### config.mk
export PLATFORM = sky130hd
export DESIGN_NAME = indexed_timer_heap
export DESIGN_NICKNAME = d
export VERILOG_FILES = /design/src/hw/rtl/ith_pkg.sv /design/src/hw/rtl/ith_ram.sv /design/src/hw/rtl/indexed_timer_heap.sv
export SDC_FILE = /design/constraint.sdc
export NUM_CORES = 2
export LEC_CHECK = 0
export ABC_AREA = 1
export BUFFER_PORTS_ARGS = -buffer_cell sky130_fd_sc_hd__buf_2
export CORE_UTILIZATION = 48
export CTS_CLUSTER_DIAMETER = 30
export DETAILED_ROUTE_END_ITERATION = 10
export MAX_ROUTING_LAYER = met4
export PLACE_DENSITY = 0.59
export SYNTH_ARGS = -nofsm -noshare
export SYNTH_HDL_FRONTEND = slang
export SYNTH_SLANG_ARGS = --single-unit
### constraint.sdc
create_clock -name clk -period 21 [get_ports clk]
set_input_delay 2.1 -clock clk [delete_from_list [all_inputs] [get_ports clk]]
set_output_delay 2.1 -clock clk [all_outputs]
set_load 0.02 [all_outputs]
### src/hw/rtl/ith_pkg.sv
package ith_pkg;

	typedef enum logic [2:0] {
		KIND_ADD    = 3'd0,
		KIND_ADJUST = 3'd1,
		KIND_FIRE   = 3'd2,
		KIND_TICK   = 3'd3,
		KIND_QUERY  = 3'd4
	} kind_t;

	typedef enum logic [2:0] {
		ST_EXPIRED = 3'd0,
		ST_FIRED   = 3'd1,
		ST_NEXT    = 3'd2,
		ST_UNKNOWN = 3'd3,
		ST_FULL    = 3'd4
	} status_t;

	localparam int unsigned EXPIRY_W = 32;
	localparam int unsigned TMO_W    = 24;
	localparam int unsigned IDF_W    = 8;

endpackage

### src/hw/rtl/ith_ram.sv
module ith_ram #(
	parameter int unsigned WIDTH = 8,
	parameter int unsigned DEPTH = 4
) (
	input  logic                     clk,
	input  logic                     we,
	input  logic [$clog2(DEPTH)-1:0] waddr,
	input  logic [WIDTH-1:0]         wdata,
	input  logic [$clog2(DEPTH)-1:0] raddr,
	output logic [WIDTH-1:0]         rdata
);
	logic [WIDTH-1:0] mem [DEPTH];

	always_ff @(posedge clk) begin
		if (we) begin
			mem[waddr] <= wdata;
		end
		rdata <= mem[raddr];
	end
endmodule

### src/hw/rtl/indexed_timer_heap.sv
// Timer queue: binary min-heap of (id, expiry) plus an id-to-slot table, with
// an internal millisecond counter advanced by each tick. A command is taken when
// start is high and busy is low, and busy stays high until it is done. Results
// go out one beat per cycle on valid and cannot be stalled. The receiver must
// take every beat in the cycle it appears, and last marks the final beat of a
// command. Each command passes through the lookup states LOOK and LOOK2 before
// DISPATCH. Sift-up and sift-down then walk the heap a level at a time through
// read, compare and swap states, since the heap RAM has one read port. Each
// expired timer adds the states EXPCHK, EXPCHK2, REM and REM2 plus its sift-down.
// A tick holds each expired beat until the next due check, so it can tell whether
// that beat is the last. After reset the block clears its id table with busy high.
module indexed_timer_heap #(
	parameter int unsigned CAPACITY = 32,
	parameter int unsigned ID_COUNT = 256
) (
	input  logic        clk,
	input  logic        arst_n,
	input  logic        start,
	output logic        busy,
	input  logic [2:0]  kind,
	input  logic [7:0]  timer_id,
	input  logic [23:0] timeout_ms,
	output logic        valid,
	output logic [2:0]  status,
	output logic [7:0]  expired_id,
	output logic [23:0] remaining_ms,
	output logic        none_pending,
	output logic        last
);
	localparam int unsigned SW = (CAPACITY < 2) ? 1 : $clog2(CAPACITY);
	localparam int unsigned CW = $clog2(CAPACITY + 1);
	localparam int unsigned IW = (ID_COUNT < 2) ? 1 : $clog2(ID_COUNT);
	localparam int unsigned EW = ith_pkg::IDF_W + ith_pkg::EXPIRY_W;

	typedef enum logic [4:0] {
		S_CLEAR, S_IDLE, S_LOOK, S_LOOK2, S_DISPATCH,
		S_SET, S_EXPCHK, S_EXPCHK2, S_REM, S_REM2,
		S_DN_RD, S_DN_C1, S_DN_C2, S_DN_CMP, S_UP_RD, S_UP_P, S_UP_CMP,
		S_SWAP, S_SWAP2
	} state_t;

	state_t state_q, after_swap_q;
	logic [2:0]  kind_q;
	logic [7:0]  id_q;
	logic [23:0] tmo_q;
	logic [31:0] now_q;
	logic [CW-1:0] count_q;
	logic [SW-1:0] i_q, c_q, rem_slot_q;
	logic [EW-1:0] ei_q, ec_q;
	logic [IW:0] clr_q;
	logic up_after_q;
	logic want_q;
	logic hold_v_q;
	logic [7:0] hold_id_q;

	logic he_we;
	logic [SW-1:0] he_wa, he_ra;
	logic [EW-1:0] he_wd, he_rd;
	logic so_we;
	logic [IW-1:0] so_wa, so_ra;
	logic [SW-1:0] so_wd, so_rd;
	logic pr_we, pr_wd, pr_rd;
	logic [IW-1:0] pr_wa;

	ith_ram #(.WIDTH(EW), .DEPTH(CAPACITY)) u_heap (
		.clk, .we(he_we), .waddr(he_wa), .wdata(he_wd), .raddr(he_ra), .rdata(he_rd));
	ith_ram #(.WIDTH(SW), .DEPTH(ID_COUNT)) u_slot (
		.clk, .we(so_we), .waddr(so_wa), .wdata(so_wd), .raddr(so_ra), .rdata(so_rd));
	ith_ram #(.WIDTH(1), .DEPTH(ID_COUNT)) u_pres (
		.clk, .we(pr_we), .waddr(pr_wa), .wdata(pr_wd), .raddr(so_ra), .rdata(pr_rd));

	function automatic logic earlier(input logic [31:0] a, input logic [31:0] b);
		logic [31:0] d;
		d = a - b;
		return d[31];
	endfunction

	function automatic state_t finish_state();
		return want_q ? S_EXPCHK : S_IDLE;
	endfunction

	logic [31:0] ei_exp, ec_exp, rd_exp, diff;
	logic id_ok;
	assign ei_exp = ei_q[31:0];
	assign ec_exp = ec_q[31:0];
	assign rd_exp = he_rd[31:0];
	assign diff = rd_exp - now_q;
	assign id_ok = ({24'd0, id_q} < 32'(ID_COUNT));
	assign so_ra = IW'(id_q);
	assign busy = (state_q != S_IDLE);

	// RAM write/read controls
	always_comb begin
		he_we = 1'b0; he_wa = i_q; he_wd = ei_q; he_ra = i_q;
		so_we = 1'b0; so_wa = IW'(id_q); so_wd = i_q;
		pr_we = 1'b0; pr_wa = IW'(id_q); pr_wd = 1'b0;
		case (state_q)
			S_CLEAR: begin
				pr_we = 1'b1; pr_wa = clr_q[IW-1:0];
			end
			S_SET: begin
				he_we = 1'b1; he_wa = i_q; he_wd = ei_q;
				so_we = 1'b1; so_wd = i_q;
				pr_we = 1'b1; pr_wd = 1'b1;
			end
			S_EXPCHK: he_ra = '0;
			S_REM: he_ra = SW'(count_q - CW'(1));
			S_REM2: begin
				pr_we = 1'b1; pr_wa = IW'(ei_q[39:32]);
				he_we = 1'b1; he_wa = rem_slot_q; he_wd = he_rd;
				so_we = 1'b1; so_wa = IW'(he_rd[39:32]); so_wd = rem_slot_q;
			end
			S_DN_RD: he_ra = i_q;
			S_DN_C1: he_ra = SW'(({1'b0, i_q} << 1) + 1);
			S_DN_C2: he_ra = SW'(({1'b0, i_q} << 1) + 2);
			S_UP_RD: he_ra = i_q;
			S_UP_P: he_ra = SW'((i_q - SW'(1)) >> 1);
			S_SWAP: begin
				he_we = 1'b1; he_wa = i_q; he_wd = ec_q;
				so_we = 1'b1; so_wa = IW'(ec_q[39:32]); so_wd = i_q;
			end
			S_SWAP2: begin
				he_we = 1'b1; he_wa = c_q; he_wd = ei_q;
				so_we = 1'b1; so_wa = IW'(ei_q[39:32]); so_wd = c_q;
			end
			default: ;
		endcase
	end

	always_ff @(posedge clk or negedge arst_n) begin
		if (!arst_n) begin
			state_q <= S_CLEAR;
			after_swap_q <= S_IDLE;
			clr_q <= '0;
			now_q <= '0;
			count_q <= '0;
			valid <= 1'b0;
			up_after_q <= 1'b0;
			want_q <= 1'b0;
			hold_v_q <= 1'b0;
			hold_id_q <= '0;
			kind_q <= '0; id_q <= '0; tmo_q <= '0;
			i_q <= '0; c_q <= '0; rem_slot_q <= '0;
			ei_q <= '0; ec_q <= '0;
			status <= '0; expired_id <= '0; remaining_ms <= '0;
			none_pending <= 1'b0; last <= 1'b0;
		end else begin
			if (state_q != S_DISPATCH && state_q != S_EXPCHK2) valid <= 1'b0;
			case (state_q)
				S_CLEAR: begin
					clr_q <= clr_q + 1'b1;
					if (clr_q == (IW+1)'(ID_COUNT - 1)) state_q <= S_IDLE;
				end
				S_IDLE: begin
					if (start) begin
						kind_q <= kind; id_q <= timer_id; tmo_q <= timeout_ms;
						want_q <= 1'b0;
						state_q <= S_LOOK;
					end
				end
				S_LOOK: state_q <= S_LOOK2;
				S_LOOK2: state_q <= S_DISPATCH;
				S_DISPATCH: begin
					case (kind_q)
						ith_pkg::KIND_ADD, ith_pkg::KIND_ADJUST: begin
							if (!id_ok) begin
								valid <= 1'b1; status <= ith_pkg::ST_UNKNOWN;
								expired_id <= id_q; remaining_ms <= '0;
								none_pending <= 1'b0; last <= 1'b1;
								state_q <= S_IDLE;
							end else if (pr_rd) begin
								valid <= 1'b0;
								i_q <= so_rd;
								ei_q <= {id_q, now_q + {8'd0, tmo_q}};
								up_after_q <= 1'b1;
								state_q <= S_SET;
							end else if (kind_q == ith_pkg::KIND_ADJUST) begin
								valid <= 1'b1; status <= ith_pkg::ST_UNKNOWN;
								expired_id <= id_q; remaining_ms <= '0;
								none_pending <= 1'b0; last <= 1'b1;
								state_q <= S_IDLE;
							end else if (count_q >= CW'(CAPACITY)) begin
								valid <= 1'b1; status <= ith_pkg::ST_FULL;
								expired_id <= id_q; remaining_ms <= '0;
								none_pending <= 1'b0; last <= 1'b1;
								state_q <= S_IDLE;
							end else begin
								valid <= 1'b0;
								i_q <= SW'(count_q);
								ei_q <= {id_q, now_q + {8'd0, tmo_q}};
								count_q <= count_q + 1'b1;
								up_after_q <= 1'b0;
								state_q <= S_SET;
							end
						end
						ith_pkg::KIND_FIRE: begin
							if (!id_ok) begin
								valid <= 1'b1; status <= ith_pkg::ST_UNKNOWN;
								expired_id <= id_q; remaining_ms <= '0;
								none_pending <= 1'b0; last <= 1'b1;
								state_q <= S_IDLE;
							end else if (pr_rd && ({1'b0, so_rd} < (SW+1)'(count_q))) begin
								valid <= 1'b1; status <= ith_pkg::ST_FIRED;
								expired_id <= id_q; remaining_ms <= '0;
								none_pending <= 1'b0; last <= 1'b1;
								rem_slot_q <= so_rd;
								ei_q <= {id_q, 32'd0};
								want_q <= 1'b0;
								state_q <= S_REM;
							end else begin
								valid <= 1'b0;
								state_q <= S_IDLE;
							end
						end
						ith_pkg::KIND_TICK: begin
							valid <= 1'b0;
							now_q <= now_q + 1'b1;
							state_q <= S_EXPCHK;
						end
						ith_pkg::KIND_QUERY: begin
							valid <= 1'b0;
							state_q <= S_EXPCHK;
						end
						default: begin
							valid <= 1'b0;
							state_q <= S_IDLE;
						end
					endcase
				end
				S_SET: begin
					// sift up a new tail entry, sift down and then up a rearmed one
					state_q <= up_after_q ? S_DN_RD : S_UP_RD;
				end
				S_EXPCHK: state_q <= S_EXPCHK2;
				S_EXPCHK2: begin
					if (count_q != '0 && (diff == '0 || diff[31])) begin
						if (kind_q == ith_pkg::KIND_TICK) begin
							valid <= hold_v_q;
							expired_id <= hold_id_q;
							hold_v_q <= 1'b1;
							hold_id_q <= he_rd[39:32];
						end else begin
							valid <= 1'b1;
							expired_id <= he_rd[39:32];
						end
						status <= ith_pkg::ST_EXPIRED; remaining_ms <= '0;
						none_pending <= 1'b0; last <= 1'b0;
						ei_q <= {he_rd[39:32], 32'd0};
						rem_slot_q <= '0;
						want_q <= 1'b1;
						state_q <= S_REM;
					end else if (kind_q == ith_pkg::KIND_QUERY) begin
						valid <= 1'b1; status <= ith_pkg::ST_NEXT;
						expired_id <= '0; last <= 1'b1;
						none_pending <= (count_q == '0);
						remaining_ms <= (count_q == '0) ? '0 : diff[23:0];
						state_q <= S_IDLE;
					end else begin
						// release the held beat as the final one
						valid <= hold_v_q; status <= ith_pkg::ST_EXPIRED;
						expired_id <= hold_id_q; remaining_ms <= '0;
						none_pending <= 1'b0; last <= 1'b1;
						hold_v_q <= 1'b0;
						state_q <= S_IDLE;
					end
				end
				S_REM: state_q <= S_REM2;
				S_REM2: begin
					count_q <= count_q - 1'b1;
					i_q <= rem_slot_q;
					if ({1'b0, rem_slot_q} < (SW+1)'(count_q - 1'b1)) begin
						up_after_q <= 1'b1;
						state_q <= S_DN_RD;
					end else begin
						state_q <= want_q ? S_EXPCHK : S_IDLE;
					end
				end
				S_DN_RD: state_q <= S_DN_C1;
				S_DN_C1: begin
					ei_q <= he_rd;
					if ((({1'b0, i_q} << 1) + 1) >= (SW+1)'(count_q)) begin
						state_q <= up_after_q ? S_UP_RD : finish_state();
					end else begin
						c_q <= SW'(({1'b0, i_q} << 1) + 1);
						state_q <= S_DN_C2;
					end
				end
				S_DN_C2: begin
					ec_q <= he_rd;
					state_q <= S_DN_CMP;
				end
				S_DN_CMP: begin
					// he_rd holds child2 when it exists
					if ((({1'b0, i_q} << 1) + 2) < (SW+1)'(count_q) &&
					    !earlier(ec_exp, rd_exp)) begin
						ec_q <= he_rd;
						c_q <= SW'(({1'b0, i_q} << 1) + 2);
						if (earlier(rd_exp, ei_exp)) begin
							after_swap_q <= S_DN_RD;
							state_q <= S_SWAP;
						end else begin
							state_q <= up_after_q ? S_UP_RD : finish_state();
						end
					end else if (earlier(ec_exp, ei_exp)) begin
						after_swap_q <= S_DN_RD;
						state_q <= S_SWAP;
					end else begin
						state_q <= up_after_q ? S_UP_RD : finish_state();
					end
				end
				S_UP_RD: begin
					up_after_q <= 1'b0;
					if (i_q == '0 || {1'b0, i_q} >= (SW+1)'(count_q)) state_q <= finish_state();
					else state_q <= S_UP_P;
				end
				S_UP_P: begin
					ei_q <= he_rd;
					c_q <= SW'((i_q - SW'(1)) >> 1);
					state_q <= S_UP_CMP;
				end
				S_UP_CMP: begin
					ec_q <= he_rd;
					if (earlier(ei_exp, rd_exp)) begin
						after_swap_q <= S_UP_RD;
						state_q <= S_SWAP;
					end else begin
						state_q <= finish_state();
					end
				end
				S_SWAP: state_q <= S_SWAP2;
				S_SWAP2: begin
					i_q <= c_q;
					state_q <= after_swap_q;
				end
				default: state_q <= S_IDLE;
			endcase
		end
	end

	a_status_range: assert property (@(posedge clk) disable iff (!arst_n)
		valid |-> (status <= ith_pkg::ST_FULL));
	a_count_bound: assert property (@(posedge clk) disable iff (!arst_n)
		count_q <= CW'(CAPACITY));
	a_accept_busy: assert property (@(posedge clk) disable iff (!arst_n)
		(start && !busy) |=> busy);
	a_next_last: assert property (@(posedge clk) disable iff (!arst_n)
		(valid && status == ith_pkg::ST_NEXT) |-> last);
	a_single_last: assert property (@(posedge clk) disable iff (!arst_n)
		(valid && (status == ith_pkg::ST_FIRED || status == ith_pkg::ST_UNKNOWN ||
		status == ith_pkg::ST_FULL)) |-> last);

endmodule
After elaboration in Yosys (flattened, before gate mapping)
Memory sizes are Yosys's and may differ from the RTL's. A register that Yosys moved wholly into a read port is not among the register bits. Cells that the tools add are included.

$add $sub $neg: 13. Magnitude comparators: 6. Eq/ne operators: 51. Mux-type cells: 126. Reduce and logical (&&, ||, !) cells: 44.

Operators by type and width (count): 40-bit 2-to-1 mux (6); 40-bit one-hot mux with 2 select lines (3); 24-bit 2-to-1 mux (7); 32-bit subtractor (5); 40-bit one-hot mux with 3 select lines (1); 5-bit 2-to-1 mux (21); 24-bit one-hot mux with 2 select lines (2); 5-bit one-hot mux with 19 select lines (1); 8-bit 2-to-1 mux (7); 8-bit one-hot mux with 2 select lines (3); 5-bit one-hot mux with 3 select lines (3); 5-bit by 4-bit equality test with 1-bit output (second input constant) (8); 1-bit 2-to-1 mux (37); 32-bit by 1-bit adder with 32-bit output (second input constant) (1); 32-bit by 24-bit adder with 32-bit output (1); 32-bit by 6-bit greater-or-equal comparator with 1-bit output (1); 32-bit logical NOT (1); 32-bit by 6-bit less-than comparator with 1-bit output (1); 5-bit one-hot mux with 2 select lines (3); 3-bit 2-to-1 mux (9); 2-bit inequality test (second input constant) (13); 5-bit one-hot mux with 5 select lines (1); 6-bit 2-to-1 mux (4); 8-bit one-hot mux with 3 select lines (1); 47 further kinds (100).

Bits in registers: 236. RAM bits: 2816. Input bits: 38. Output and inout bits: 39. Memories kept: 3.

Memory list: u_heap.mem (depth 32, width 40, rd ports 1, clocked after memory_dff 1, write ports 1, RTL line ith_ram.sv:12) `logic [WIDTH-1:0] mem [DEPTH];`; u_slot.mem (depth 256, width 5, rd ports 1, clocked after memory_dff 1, write ports 1, RTL line ith_ram.sv:12); u_pres.mem (depth 256, width 1, rd ports 1, clocked after memory_dff 1, write ports 1, RTL line ith_ram.sv:12).

Longest topological paths before layout
Word-level depth: 6. Gate-level depth with buffers: 26. Depth with buffers taken out: 24.

Cells and area by module
A second synthesis with hierarchy kept.

Cell total of the unflattened synthesis: 12913. Area total of the unflattened synthesis: 136279.5 µm².

Modules (own cells, without submodules): ith_ram at u_slot (times used 1, cells each 4552, area each 52718.1 µm²); ith_ram at u_heap (times used 1, cells each 4407, area each 52402.8 µm²); indexed_timer_heap (times used 1, cells each 2770, area each 19441.1 µm²); ith_ram at u_pres (times used 1, cells each 1184, area each 11717.5 µm²).

Worst setup path after synthesis
Ideal clock, no wire load.

Kind: register to register. Start point: register state_q[4]. End point: memory u_heap.mem[17][0] (netlist name), enable pin. Library setup time: 438 ps. Data arrival time: 10185 ps. Data required time: 20562 ps. Slack: 10377 ps. Cell stages (with the launch flop): 9. Clock period less this slack: 10623 ps. Cells stage by stage: dfrtp_1 -> nor3_1 -> inv_1 -> nor2_1 -> inv_1 -> nand2_1 -> clkbuf_1 -> nand3_1 -> nor2_1.

Longest elaborated chain between the ends: 5.

Ends and longest elaborated chain: start: declaration (RTL line indexed_timer_heap.sv:42) `state_t state_q, after_swap_q;`; start signal: assignment (RTL line indexed_timer_heap.sv:232) `state_q <= up_after_q ? S_DN_RD : S_UP_RD;`; start signal: assignment (RTL line indexed_timer_heap.sv:275) `state_q <= want_q ? S_EXPCHK : S_IDLE;`; 5-bit by 4-bit equality test with 1-bit output, or another cell as far along (RTL line indexed_timer_heap.sv:97) `case (state_q)`; 4-bit OR reduction (no line); 1-bit 2-to-1 mux (RTL line indexed_timer_heap.sv:97); 1-bit 2-to-1 mux (RTL line ith_ram.sv:15) `if (we) begin`; 1-bit 2-to-1 mux (implied by the code) (RTL line ith_ram.sv:16) `mem[waddr] <= wdata;`; end: declaration (RTL line ith_ram.sv:12).

Parallel ways exist; a longest one is shown, timed or not.

Worst setup path in the final report
Start point: register state_q[4]. End point: register u_heap.rdata[10], read port of u_heap.mem.

Longest elaborated chain between the ends: 2.

Ends and longest elaborated chain: 5-bit by 4-bit equality test with 1-bit output or 5-bit by 3-bit equality test with 1-bit output (tied branches) (RTL line indexed_timer_heap.sv:97); 5-bit one-hot mux with 5 select lines * (RTL line indexed_timer_heap.sv:97); end: declaration (RTL line ith_ram.sv:10) `output logic [WIDTH-1:0] rdata`.

Every way passes the cells marked *; elsewhere a longest branch is shown, timed or not. A chain may end at the register's enable or synchronous reset.

==> metrics.txt <==
Resized Gates After CTS=0; DR DRC count=3; Syn Area/Cell=11.6 µm²; Via density=6.00; FFs w/ async S/R, synth=7.56%; top cell family by delay on the critical path=buffers and inverters; clk sink count=3096; clock transition at the registers of the reported paths=0.05 ns; first-iteration detailed-routing DRC count=11800; TritonCTS clock tree=yes; ANT nets after route=0; crit-path most repeated cell=buf_4; critical path cell sequence=inv_2 -> nand2_2 -> nor2_1 -> inv_2 -> nand4_1 -> nand2_4 -> buf_4 -> buf_4 -> buf_4 -> buf_4 -> nor2_1 -> o311ai_1 -> nand3_1 -> nand2_1 -> nand2_1 -> nand2_1; DIE WIDTH=530 µm; CP endpoint kind=flop; Total Power=16.5 mW; Leak=48.8 nW; Worst path max stage delay=0.86 ns; Max Fanout on Critical Path=82; Mapped Cells=11600; share of cells above drive strength 1=11.9%; post-route insts no fill=15900; type of origin of the critical path=flop; Worst slew margin=8.02%; area of the multi-input gates=38000 µm²; vias post-DR=95400; Seq cells post-synth=3096; die area=280000 µm²; core area=277000 µm²; Clock Path Buffers=4; RSZ-0062 raised after global routing=no; DR pass1 iterations=9; worst vdd ir=0.0964 mV; TNS Setup=0 ns; worst endpoint required time=21.93 ns; Slowest cell on crit path=buf_4; Ports=77; number of synthesized flops with an enable pin=2816; PortBufs=76; Root Buffer=clkbuf_16; status=complete, but fails checks; grt ovf=0; hold_buf cts=0; pwr dens=104 nW/µm²; synthesis-to-layout area growth=18.9%; failing checks=design-rule violations; Synth Cell Area=134000 µm²; storage element area=91400 µm²; GRT Util Overall=29.7%; Synthesis Warnings=0; FP Rows=193; Clock Skew=0.102 ns; CTS Buf Count=611; Final period util=31.3%; Clock Latency Late Sink=1.06 ns; Post-synth top flop=edfxtp_1; synth unique cells=63; Syn Nets=11800; Hold Vio Cnt, Final=0; Final nets=11900; DIE HEIGHT=530 µm; Detailed Place HPWL=233 mm; final setup fails=0; fill count=22500; routed length per instance=25.9 µm; GP Congestion=0.913; HP Class=reg2reg; pin count of the biggest net entering global routing=216; Placed Instances=14800; Buf/Inv on CP=6; initial antenna violation count=16; first-pass GRT wire length=603 mm; buffer count from post-CTS setup fixing=0; Worst Tran Pin Value=1.38 ns; initial core utilization=48.3%; H-tree levels=6; crit path DAT=7.50 ns; Routed WL=411 mm; f_max=0.152 GHz; max cap viols=0; final slew viol count=0; Tmin final=6.57 ns; WS Path Type=reg2reg; sequential share of the synthesized area=68.4%; number of global-route vias before repair=92000
-- final cells by class --
cell class	count	share of cell area [%]
Inverter	476	1.18
Timing Repair Buffer	254	1.17
Tap cell	3705	2.92
Clock buffer	698	9.99
Multi-Input combinational cell	7245	23.9
Antenna cell	12	0.0189
Sequential cell	3096	57.5
Clock inverter	419	3.27
-- synth_stat cells (26+ instances only) --
cell      instances  area [µm²]
xor2_1           58         508
o21a_1          322        2420
ha_1            207        2590
dfrtp_1         233        5830
o311ai_0        198        1730
dfxtp_1          46         921
nor2_1         2360        8860
o22ai_1         473        2960
inv_1           443        1660
edfxtp_1       2816       84600
a21oi_1         199         996
buf_2           143         716
o221ai_1         43         377
o211ai_1         32         240
nand3_1         355        1780
clkbuf_1        555        2080
o311ai_1        123        1080
nor3_1           59         295
nand2_1        1074        4030
inv_2            26        97.6
o21ai_0        1450        7260
nand4_1          36         225
-- power breakdown --
part           internal (mW)  switching, mW  leakage, nW
Sequential              6.64              0         23.0
Clock                   6.42           3.38         10.1
Combinational        0.00304         0.0126         15.7
Total                   13.1           3.40         48.8
-- worst min-delay path, stage by stage, from the launching register on --
cell     delay, ns
dfrtp_1       0.31
inv_1         0.05
nand2_1       0.06
-- placed cells by master (no fill, tap or decap), types with 207 or more instances in the layout --
cell       count
dfrtp_1      228
o21a_1       322
nand2_1     1067
inv_1        433
edfxtp_1    2816
o21ai_0     1447
nand3_1      355
ha_1         207
nor2_1      2326
clkbuf_16    618
o22ai_1      473
-- cells by family (layout without fill, tap and decap cells) --
family / after synthesis / in the layout / share of synthesized area [%]
simple gates: 3981 / 3981 / 11.9
xor+xnor: 68 / 68 / 0.446
fa+ha+maj: 209 / 209 / 1.97
compound gates: 2963 / 2963 / 13.5
buf+inv: 1219 / 1847 / 3.65
mux: 24 / 24 / 0.202
other cells: 0 / 12 / 0
flops: 3096 / 3096 / 68.4
-- layer usage --
layer,routed length [µm],vias to the layer above,GRT usage (%)
met5,0,-,-
met4,11000,0,8.53
met3,37100,672,4.66
met1,179000,47700,42.6
li1,-,42400,-
met2,184000,4604,43.6
-- stage by stage --
step / worst slack, ns / area (µm²) / hold WS [ns] / utilization [%]
2_1_floorplan: 10.38 / 134000 / 0.422 / -
3_3_place_gp: 14.66 / 138000 / 0.440 / 49.8
3_5_place_dp: 14.56 / 138000 / 0.441 / 49.8
4_1_cts: 14.56 / 159000 / 0.451 / 57.4
5_1_grt: 14.04 / 159000 / 0.491 / 57.4
6_report: 14.43 / 159000 / 0.451 / 57.4
-- final timing paths --
check / startpoint / to / slack, ns / cells past startpoint
setup / recovery: state_q[4]$_DFFE_PN0P_ / u_heap.rdata[10]$_DFF_P_ / 14.43 / 16
setup reg to reg: state_q[4]$_DFFE_PN0P_ / u_heap.rdata[10]$_DFF_P_ / 14.43 / 16
max in group asynchronous: arst_n / id_q[3]$_DFFE_PN0P_ / 18.50 / 2
hold reg to reg: after_swap_q[1]$_DFFE_PN0P_ / after_swap_q[1]$_DFFE_PN0P_ / 0.45 / 2
hold / removal: after_swap_q[1]$_DFFE_PN0P_ / after_swap_q[1]$_DFFE_PN0P_ / 0.45 / 2
min in group asynchronous: arst_n / tmo_q[6]$_DFFE_PN0P_ / 1.12 / 1
-- flip-flops by register name, summed over array words and instances, names as in the netlist, 6 cells and up --
signal and flops:
u_heap.rdata 40, hold_id_q 8, u_pres.mem 256, id_q 8, u_heap.mem 1280, tmo_q 24, now_q 32, ei_q 40
ec_q 40, expired_id 8, remaining_ms 24, count_q 6, u_slot.mem 1280, clr_q 9
Note: power is estimated with default switching activity, not from simulation.
